$ cat config.mk
export PLATFORM = sky130hd
export DESIGN_NAME = led_dimmer_fade_strobe_core
export DESIGN_NICKNAME = d
export VERILOG_FILES = /design/src/rtl/core/ldfs_pkg.sv /design/src/rtl/core/ldfs_div.sv /design/src/rtl/core/led_dimmer_fade_strobe_core.sv
export SDC_FILE = /design/constraint.sdc
export NUM_CORES = 2
export LEC_CHECK = 0
export ABC_AREA = 0
export BUFFER_PORTS_ARGS = -buffer_cell sky130_fd_sc_hd__buf_2
export CORE_ASPECT_RATIO = 1.4
export CORE_UTILIZATION = 35
export CTS_BUF_LIST = sky130_fd_sc_hd__clkbuf_8 sky130_fd_sc_hd__clkbuf_16
export DETAILED_ROUTE_END_ITERATION = 12
export PLACE_DENSITY = 0.6
export SLEW_MARGIN = 20
export SYNTH_ARGS = -nofsm -noshare
export SYNTH_HDL_FRONTEND = slang
export SYNTH_SLANG_ARGS = --single-unit
$ cat constraint.sdc
create_clock -name clk -period 7.4 [get_ports clk]
set_input_delay 1.48 -clock clk [delete_from_list [all_inputs] [get_ports clk]]
set_output_delay 1.48 -clock clk [all_outputs]
set_load 0.005 [all_outputs]
$ cat src/rtl/core/ldfs_pkg.sv
package ldfs_pkg;

	// command codes
	localparam logic [2:0] OP_TICK        = 3'd0;
	localparam logic [2:0] OP_SET_LEVEL   = 3'd1;
	localparam logic [2:0] OP_FADE        = 3'd2;
	localparam logic [2:0] OP_ON          = 3'd3;
	localparam logic [2:0] OP_OFF         = 3'd4;
	localparam logic [2:0] OP_STROBE      = 3'd5;
	localparam logic [2:0] OP_STOP_STROBE = 3'd6;
	localparam logic [2:0] OP_STOP_FADE   = 3'd7;

	// divider sizes: for a fade step the dividend is 2*mag*elapsed + remaining, divisor 2*remaining
	localparam int DIVD_W = 26;
	localparam int DIVS_W = 17;
	localparam int CNT_W  = 5;

	localparam logic [6:0] PCT_FULL  = 7'd100;
	localparam logic [7:0] LEVEL_MAX = 8'd255;

	// x / 100 as (x * 5243) >> 19, exact for x up to 25500
	localparam logic [12:0] RECIP_100 = 13'd5243;

	typedef struct packed {
		logic              start;
		logic [DIVD_W-1:0] dividend;
		logic [DIVS_W-1:0] divisor;
	} div_req_t;

	typedef struct packed {
		logic              done;
		logic [DIVD_W-1:0] quotient;
	} div_rsp_t;

endpackage

$ cat src/rtl/core/ldfs_div.sv
module ldfs_div
	import ldfs_pkg::*;
(
	input  logic     clk,
	input  logic     arst_n,
	input  div_req_t req,
	output div_rsp_t rsp
);

	logic              busy_q;
	logic [CNT_W-1:0]  cnt_q;
	logic [DIVD_W-1:0] quo_q;
	logic [DIVS_W:0]   rem_q;
	logic [DIVS_W-1:0] dvs_q;
	logic              done_q;
	logic [DIVS_W:0]   trial;
	logic [DIVS_W+1:0] diff;

	// one restoring step per cycle
	assign trial = {rem_q[DIVS_W-1:0], quo_q[DIVD_W-1]};
	assign diff  = {1'b0, trial} - {2'b00, dvs_q};

	always_ff @(posedge clk or negedge arst_n) begin
		if (!arst_n) begin
			busy_q <= 1'b0;
			done_q <= 1'b0;
			cnt_q  <= '0;
		end else begin
			done_q <= 1'b0;
			if (req.start) begin
				busy_q <= 1'b1;
				cnt_q  <= CNT_W'(DIVD_W - 1);
			end else if (busy_q) begin
				if (cnt_q == '0) begin
					busy_q <= 1'b0;
					done_q <= 1'b1;
				end
				cnt_q <= cnt_q - 1'b1;
			end
		end
	end

	always_ff @(posedge clk) begin
		if (req.start) begin
			quo_q <= req.dividend;
			dvs_q <= req.divisor;
			rem_q <= '0;
		end else if (busy_q) begin
			if (!diff[DIVS_W+1]) begin
				rem_q <= diff[DIVS_W:0];
				quo_q <= {quo_q[DIVD_W-2:0], 1'b1};
			end else begin
				rem_q <= trial;
				quo_q <= {quo_q[DIVD_W-2:0], 1'b0};
			end
		end
	end

	assign rsp.done     = done_q;
	assign rsp.quotient = quo_q;

endmodule

$ cat src/rtl/core/led_dimmer_fade_strobe_core.sv
// channel | dir | handshake           | payload
// in      | in  | in_valid/in_ready   | op, level, duration, on_time, off_time,
//         |     |                     | repeat_count
// out     | out | out_valid/out_ready | pwm_level, lamp_on, brightness, fading,
//         |     |                     | onoff_fading, strobing
// cfg     | in  | cfg_valid/cfg_ready | cfg_data (invert_output)
// a command runs from accept back to idle before the next one is taken; a fade or on/off
// fade start divides for the step length, and a tick may run a brightness and a percent
// fade step; fade starts and steps share one 26-step serial divider
// arst_n clears all lamp state and the invert flag
// in_ready is high only while the sequencer is idle; a finished result waits in the
// output register, and the sequencer stalls before its last step until that is taken
module led_dimmer_fade_strobe_core
	import ldfs_pkg::*;
(
	input  logic        clk,
	input  logic        arst_n,
	input  logic        in_valid,
	output logic        in_ready,
	input  logic [2:0]  op,
	input  logic [7:0]  level,
	input  logic [15:0] duration,
	input  logic [15:0] on_time,
	input  logic [15:0] off_time,
	input  logic [15:0] repeat_count,
	output logic        out_valid,
	input  logic        out_ready,
	output logic [7:0]  pwm_level,
	output logic        lamp_on,
	output logic [7:0]  brightness,
	output logic        fading,
	output logic        onoff_fading,
	output logic        strobing,
	input  logic        cfg_valid,
	output logic        cfg_ready,
	input  logic        cfg_data
);

	typedef enum logic [3:0] {
		ST_IDLE, ST_CMD, ST_STEP_WAIT, ST_FADE_CHK, ST_FADE_GO, ST_FADE_WAIT,
		ST_STROBE, ST_PCT_CHK, ST_PCT_GO, ST_PCT_WAIT, ST_OUT_MUL, ST_OUT_GO,
		ST_OUT_PUT
	} state_t;

	state_t      state_q;
	logic        invert_q;
	logic [2:0]  op_q;
	logic [7:0]  lvl_q;
	logic [15:0] dur_q, hi_q, lo_q, rep_q;
	logic        step_pct_q;

	logic [7:0]  base_q, ftgt_q;
	logic        on_q;
	logic [15:0] frem_q, fel_q, fstep_q;
	logic [6:0]  plev_q, ptgt_q;
	logic [15:0] prem_q, pel_q, pstep_q;
	logic        sact_q, srest_q;
	logic [16:0] sel_q;
	logic [15:0] shi_q, slo_q, sleft_q;

	logic [23:0] prod_q;
	logic [7:0]  res_q;
	logic        out_valid_q;
	logic [7:0]  pwm_q, bright_q;
	logic        lamp_q, fading_q, ofad_q, strb_q;

	div_req_t    dreq;
	div_rsp_t    drsp;

	logic [7:0]  fmag, pmag, cmd_fmag, cmd_pmag;
	logic [7:0]  fnew, pnew8;
	logic [16:0] shilo;
	logic [27:0] scaled;

	ldfs_div u_div (
		.clk    (clk),
		.arst_n (arst_n),
		.req    (dreq),
		.rsp    (drsp)
	);

	// fade magnitudes
	assign fmag     = (ftgt_q >= base_q) ? ftgt_q - base_q : base_q - ftgt_q;
	assign pmag     = {1'b0, (ptgt_q >= plev_q) ? ptgt_q - plev_q : plev_q - ptgt_q};
	assign cmd_fmag = (lvl_q >= base_q) ? lvl_q - base_q : base_q - lvl_q;
	assign shilo    = {1'b0, shi_q} + {1'b0, slo_q};

	// level scaling by 100 through a reciprocal multiply
	assign scaled   = 28'(prod_q[14:0]) * 28'(RECIP_100);

	// apply a rounded fade step, clamped to 0..top
	function automatic logic [7:0] fade_apply(input logic [7:0] cur, input logic [7:0] tgt,
			input logic [DIVD_W-1:0] inc, input logic [7:0] top);
		logic [DIVD_W:0] sum;
		begin
			sum = {1'b0, inc} + (DIVD_W+1)'(cur);
			if (tgt >= cur)
				fade_apply = (sum > (DIVD_W+1)'(top)) ? top : sum[7:0];
			else
				fade_apply = (inc > DIVD_W'(cur)) ? 8'd0 : cur - inc[7:0];
		end
	endfunction

	assign fnew  = fade_apply(base_q, ftgt_q, drsp.quotient, LEVEL_MAX);
	assign pnew8 = fade_apply({1'b0, plev_q}, {1'b0, ptgt_q}, drsp.quotient, {1'b0, PCT_FULL});
	assign cmd_pmag = {1'b0, (op_q == OP_ON) ? PCT_FULL - plev_q : plev_q};

	// divider launch
	always_comb begin
		dreq.start    = 1'b0;
		dreq.dividend = DIVD_W'(dur_q);
		dreq.divisor  = DIVS_W'(op_q == OP_FADE ? cmd_fmag : cmd_pmag);
		case (state_q)
			ST_CMD: begin
				if (op_q == OP_FADE)
					dreq.start = (dur_q != '0) && (cmd_fmag != '0);
				else if (op_q == OP_ON || op_q == OP_OFF)
					dreq.start = (dur_q != '0) && (cmd_pmag != '0);
			end
			ST_FADE_GO: begin
				dreq.start    = 1'b1;
				dreq.dividend = {1'b0, prod_q, 1'b0} + DIVD_W'(frem_q);
				dreq.divisor  = {frem_q, 1'b0};
			end
			ST_PCT_GO: begin
				dreq.start    = 1'b1;
				dreq.dividend = {1'b0, prod_q, 1'b0} + DIVD_W'(prem_q);
				dreq.divisor  = {prem_q, 1'b0};
			end
			default: ;
		endcase
	end

	// configuration register
	assign cfg_ready = 1'b1;
	always_ff @(posedge clk or negedge arst_n) begin
		if (!arst_n)
			invert_q <= 1'b0;
		else if (cfg_valid)
			invert_q <= cfg_data;
	end

	assign in_ready = (state_q == ST_IDLE);

	// sequencer and lamp state
	always_ff @(posedge clk or negedge arst_n) begin
		if (!arst_n) begin
			state_q     <= ST_IDLE;
			base_q <= '0; on_q <= 1'b0; ftgt_q <= '0;
			frem_q <= '0; fel_q <= '0; fstep_q <= '0;
			plev_q <= '0; ptgt_q <= '0; prem_q <= '0; pel_q <= '0; pstep_q <= '0;
			sact_q <= 1'b0; srest_q <= 1'b0; sel_q <= '0;
			shi_q <= '0; slo_q <= '0; sleft_q <= '0;
			out_valid_q <= 1'b0;
			step_pct_q  <= 1'b0;
		end else begin
			if (out_valid_q && out_ready)
				out_valid_q <= 1'b0;
			case (state_q)
				ST_IDLE: begin
					if (in_valid)
						state_q <= ST_CMD;
				end
				ST_CMD: begin
					state_q <= ST_OUT_MUL;
					case (op_q)
						OP_TICK: begin
							if (frem_q != '0 && fel_q != 16'hFFFF) fel_q <= fel_q + 1'b1;
							if (sact_q && sel_q != 17'h1FFFF) sel_q <= sel_q + 1'b1;
							if (prem_q != '0 && pel_q != 16'hFFFF) pel_q <= pel_q + 1'b1;
							state_q <= ST_FADE_CHK;
						end
						OP_SET_LEVEL: begin
							frem_q <= '0;
							base_q <= lvl_q;
						end
						OP_FADE: begin
							if (dur_q == '0) begin
								frem_q <= '0;
								base_q <= lvl_q;
							end else begin
								fel_q  <= '0;
								ftgt_q <= lvl_q;
								if (cmd_fmag == '0) begin
									frem_q <= '0;
								end else begin
									frem_q     <= dur_q;
									step_pct_q <= 1'b0;
									state_q    <= ST_STEP_WAIT;
								end
							end
						end
						OP_ON, OP_OFF: begin
							if (sact_q) begin
								srest_q <= 1'b1;
								sact_q  <= 1'b0;
								sleft_q <= '0;
							end
							if (op_q == OP_ON || sact_q)
								on_q <= 1'b1;
							if (dur_q == '0) begin
								plev_q <= (op_q == OP_ON) ? PCT_FULL : 7'd0;
								ptgt_q <= (op_q == OP_ON) ? PCT_FULL : 7'd0;
								prem_q <= '0;
								if (op_q == OP_OFF) on_q <= 1'b0;
							end else begin
								pel_q  <= '0;
								ptgt_q <= (op_q == OP_ON) ? PCT_FULL : 7'd0;
								if (cmd_pmag == '0) begin
									prem_q <= '0;
								end else begin
									prem_q     <= dur_q;
									step_pct_q <= 1'b1;
									state_q    <= ST_STEP_WAIT;
								end
							end
						end
						OP_STROBE: begin
							if (!sact_q) begin
								sact_q  <= 1'b1;
								sel_q   <= '0;
								srest_q <= on_q;
							end
							shi_q   <= hi_q;
							slo_q   <= lo_q;
							sleft_q <= rep_q;
							plev_q  <= ptgt_q;
							prem_q  <= '0;
						end
						OP_STOP_STROBE: begin
							if (sact_q) begin
								sact_q  <= 1'b0;
								sleft_q <= '0;
								on_q    <= srest_q;
							end
						end
						default: frem_q <= '0;
					endcase
				end
				ST_STEP_WAIT: begin
					if (drsp.done) begin
						if (step_pct_q) pstep_q <= drsp.quotient[15:0];
						else            fstep_q <= drsp.quotient[15:0];
						state_q <= ST_OUT_MUL;
					end
				end
				// brightness fade step
				ST_FADE_CHK: begin
					state_q <= ST_STROBE;
					if (frem_q != '0 && fel_q >= fstep_q) begin
						if (fel_q >= frem_q) begin
							base_q <= ftgt_q;
							frem_q <= '0;
						end else begin
							state_q <= ST_FADE_GO;
						end
					end
				end
				ST_FADE_GO: state_q <= ST_FADE_WAIT;
				ST_FADE_WAIT: begin
					if (drsp.done) begin
						base_q  <= fnew;
						frem_q  <= frem_q - fel_q;
						fel_q   <= '0;
						state_q <= ST_STROBE;
					end
				end
				// strobe phase
				ST_STROBE: begin
					if (sact_q) begin
						on_q <= ({1'b0, shi_q} > sel_q);
						if (sel_q >= shilo) begin
							sel_q <= '0;
							if (sleft_q != '0) begin
								sleft_q <= sleft_q - 1'b1;
								if (sleft_q == 16'd1) begin
									sact_q  <= 1'b0;
									sleft_q <= '0;
									on_q    <= srest_q;
								end
							end
						end
					end
					state_q <= ST_PCT_CHK;
				end
				// on/off percent fade step
				ST_PCT_CHK: begin
					state_q <= ST_OUT_MUL;
					if (prem_q != '0 && pel_q >= pstep_q) begin
						if (pel_q >= prem_q) begin
							plev_q <= ptgt_q;
							prem_q <= '0;
							if (ptgt_q == '0) on_q <= 1'b0;
						end else begin
							state_q <= ST_PCT_GO;
						end
					end
				end
				ST_PCT_GO: state_q <= ST_PCT_WAIT;
				ST_PCT_WAIT: begin
					if (drsp.done) begin
						plev_q  <= pnew8[6:0];
						prem_q  <= prem_q - pel_q;
						pel_q   <= '0;
						state_q <= ST_OUT_MUL;
					end
				end
				ST_OUT_MUL: state_q <= ST_OUT_GO;
				ST_OUT_GO:  state_q <= ST_OUT_PUT;
				ST_OUT_PUT: begin
					if (!out_valid_q || out_ready) begin
						out_valid_q <= 1'b1;
						state_q     <= ST_IDLE;
					end
				end
				default: state_q <= ST_IDLE;
			endcase
		end
	end

	// request capture, shared product and result registers
	always_ff @(posedge clk) begin
		if (state_q == ST_IDLE && in_valid) begin
			op_q  <= op;
			lvl_q <= level;
			dur_q <= duration;
			hi_q  <= on_time;
			lo_q  <= off_time;
			rep_q <= repeat_count;
		end
		case (state_q)
			ST_FADE_CHK: prod_q <= 24'(fmag) * 24'(fel_q);
			ST_PCT_CHK:  prod_q <= 24'(pmag) * 24'(pel_q);
			ST_OUT_MUL:  prod_q <= on_q ? 24'(base_q) * 24'(plev_q) : 24'd0;
			default: ;
		endcase
		if (state_q == ST_OUT_GO)
			res_q <= scaled[26:19];
		if (state_q == ST_OUT_PUT && (!out_valid_q || out_ready)) begin
			pwm_q    <= invert_q ? LEVEL_MAX - res_q : res_q;
			lamp_q   <= on_q;
			bright_q <= base_q;
			fading_q <= (frem_q != '0);
			ofad_q   <= (prem_q != '0);
			strb_q   <= sact_q;
		end
	end

	assign out_valid    = out_valid_q;
	assign pwm_level    = pwm_q;
	assign lamp_on      = lamp_q;
	assign brightness   = bright_q;
	assign fading       = fading_q;
	assign onoff_fading = ofad_q;
	assign strobing     = strb_q;

endmodule
==> metrics.md <==
| Metric | Value |
|---|---|
| Leak | `20.92 nW` |
| Largest net degree at the start of global routing | `just over 100` |
| Slew headroom | `0.3511` |
| Core footprint | `111800 um2` |
| Most frequent cells in the layout | `572 x inv_1, 441 x ha_1, 381 x nand2_1, 306 x nor2_1, 261 x fa_1` |
| Area after DPL | `around 43000 um2` |
| CP Class | `flip-flop to flip-flop` |
| Latest clock arrival within the worst-skew pair | `around 0.66 ns` |
| Clock skew | `~0.055 ns` |
| Synth area leader | `ha_1` |
| Total CTS buffers | `46` |
| CTS root buf | `clkbuf_16` |
| Clock slew at reported path FFs | `roughly 0.06 ns` |
| Crit path top cell by count | `fa_1` |
| Worst path buffer plus inverter count | `6` |
| Final global-route overflow total | `0` |
| Clk pwr share | `0.523` |
| Area grow syn2layout | `13.99%` |
| Routed vias/inst | `5.522` |
| Post-synth ARST share | `0.5193` |
| Post-route cell area | `45020 um2` |
| Die ar. | `114200 um2` |
| CP arrival | `between 7 and 8 ns` |
| Final Hold Viols | `0` |
| Crit end category | `flip-flop` |
| RSZ-0062 raised after global routing | `yes` |
| Slowest-stage cell, CP | `fa_1` |
| Initial antenna violation count | `5` |
| Die W | `about 290 um` |
| Pwr Total | `around 4.8 mW` |
| Die height | `roughly 400 um` |
| Initial core utilization | `0.3534` |
| Post-synth EDFFs | `170` |
| CTS tree | `done` |
| TNS Setup | `0 ns` |
| Slew Limit Fails | `0` |
| Drt pass-1 iters | `5` |
| Reg power frac | `0.466` |
| Share of cells above drive strength 1 | `0.1235` |
| Pint | `between 3 and 4 mW` |
| Crit path max fanout | `5` |
| Status | `finished clean` |
| Routability cong. | `between 0.9 and 1` |
| Final HPWL from detailed placement | `103500 um` |
| Placed insts | `between 5000 and 6000` |
| Max_cap viols | `0` |
| Synth unique cells | `~90` |
| Logic pwr share | `0.010` |
| Synthesis-stage register bit count | `about 400` |
| Peak Freq | `about 0.14 GHz` |
| Number of global-route vias before repair | `between 30000 and 40000` |
| Hold Path Class | `flip-flop to flip-flop` |
| Final Cycle Share | `0.9742` |
| Switch share | `0.2348` |
| Worst Max-Slew Pin Slew | `just under 1 ns` |
| Post-DRT Antenna Nets | `0` |
| Maximum buffer depth of the clock tree | `3` |
| Post-route setup slack | `approximately 0.19 ns` |
| Row count | `145` |
| Synth Cell Area | `39490 um2` |
| Psw | `1.132 mW` |
| Pwr Density | `107.1 nW/um2` |
| Startpoint Class | `flip-flop` |
| Max VDD drop | `0.1953 mV` |
| CTS Hold Bufs | `0` |
| Wire per inst | `approximately 22 um` |
| CP required | `a little under 8 ns` |
| Critical path's top delay family | `adder cells` |
| Post-layout nets | `5385` |
| H-tree depth | `2` |
| Total track usage | `0.2313` |
| Core Util, Final | `0.4028` |
| I/O pin total | `between 100 and 150` |
| Critical path's largest stage delay | `between 0.5 and 0.6 ns` |
| Non-Filler Instances | `around 6100` |
| Synth area leaders | `ha_1 14%, fa_1 13%, edfxtp_1 13%` |
| Seq/Total Area, Yosys | `0.2659` |
| Place WS | `-0.4150 ns` |
| Minimum clock period | `around 7.2 ns` |
| First-pass GRT wire length | `a little over 200000 um` |
| Avg Cell Area, Syn | `about 9 um2` |
| Clock sinks | `between 300 and 400` |
| Ys Warns | `0` |
| Via count | `roughly 34000` |
| I/O Buffers | `between 100 and 150` |
| Initial DRC Count | `roughly 2100` |
| Syn_nets | `5199` |
| Post-synth top area share | `0.1423` |
| Cell count after synthesis | `~4400` |
| Commonest non-fill, non-tap cell in the layout | `inv_1` |
| DRC Markers | `0` |
| Top_reg_cell synth | `dfrtp_1` |
| Drt total wl | `about 130000 um` |
| Final setup violation count | `0` |
| Worst hold slack | `between 0.4 and 0.5 ns` |
-- routing by layer --
layer  part of all wire  global-route usage  wire length (um)
met3              0.048             0.02908              6345
met1               0.37              0.2530             48970
met4              0.078              0.1586             10280
met2               0.50              0.4157             66350
met5            0.00024                   0                32
-- state kept, by name (all words and copies together), names as in the netlist, 17 cells and up --
register and count:
sel_q 17, u_div.quo_q 26, u_div.rem_q 17, prod_q 24, u_div.dvs_q 17
-- worst register-to-register path, delay by kind of cell, from the launching register on --
family / cells / cell delay, ns
flip-flops: 1 / 0.38
buffers and inverters: 6 / 0.39
AO/OA/AOI/OAI: 13 / 2.62
AND/OR/NAND/NOR: 3 / 0.82
adder cells (fa/ha/maj): 7 / 2.74
-- timing repair --
action	in CTS	in global routing
cloned	0	1
setup endpoints to repair	12	15
gates resized for setup	14	86
buffers inserted	0	17
pin swaps	3	57
-- path summary, 6_finish.rpt --
path                            startpoint  slack [ns]  cells after the start    endpoint
worst max register to register   ftgt_q[0]        0.19                     29  prod_q[21]
max in group asynchronous           arst_n        5.33                      2    pel_q[6]
worst max-delay path             ftgt_q[0]        0.19                     29  prod_q[21]
worst min register to register    lo_q[11]        0.44                      1   slo_q[11]
min in group asynchronous           arst_n        0.95                      1   shi_q[11]
worst min-delay path              lo_q[11]        0.44                      1   slo_q[11]
-- synthesized netlist by cell type (39+ instances only) --
master and instances:
a21o_1 69, a21oi_1 194, and2_1 133, and3_1 56
clkbuf_1 155, dfrtp_1 202, edfxtp_1 170, fa_1 263
ha_1 449, inv_1 572, mux2_2 64, nand2_1 382
nand2b_1 39, nand3_1 86, nand4_1 47, nor2_1 310
nor2b_1 49, nor3_1 100, o21ai_0 261, o31ai_1 43
or3_1 46, xnor2_1 92, xor2_1 72
-- power by group through the flow --
stage	Combinational, mW	Clock [mW]	Sequential [mW]
6_report	0.0498	2.52	2.25
5_1_grt	0.0568	2.64	2.25
4_1_cts	0.0522	2.58	2.25
3_5_place_dp	0.0519	0	2.29
3_3_place_gp	0.0519	0	2.29
2_1_floorplan	0.00541	0	2.29
-- kinds of logic after synthesis --
logic type / Yosys count / share of synthesized area
adders and majority gates: 712 / 0.2756
AOI/OAI and AO/OA: 955 / 0.1590
muxes: 90 / 0.02484
and+or+nand+nor: 1349 / 0.1665
DFF: 389 / 0.2659
xor gates and xnor gates: 164 / 0.03637
buffers and inverters: 746 / 0.07173
other: 1 / 0.00009496
-- cell type report --
cell class	instances	area [um2]
Fill cell	11320	66740
Multi-Input combinational cell	3271	26630
Sequential cell	389	10500
Timing Repair Buffer	309	2215
Inverter	575	2161
Tap cell	1470	1839
Clock buffer	47	1165
Clock inverter	39	498.0
Antenna cell	3	7.507
(Power assumes the default switching activity.)
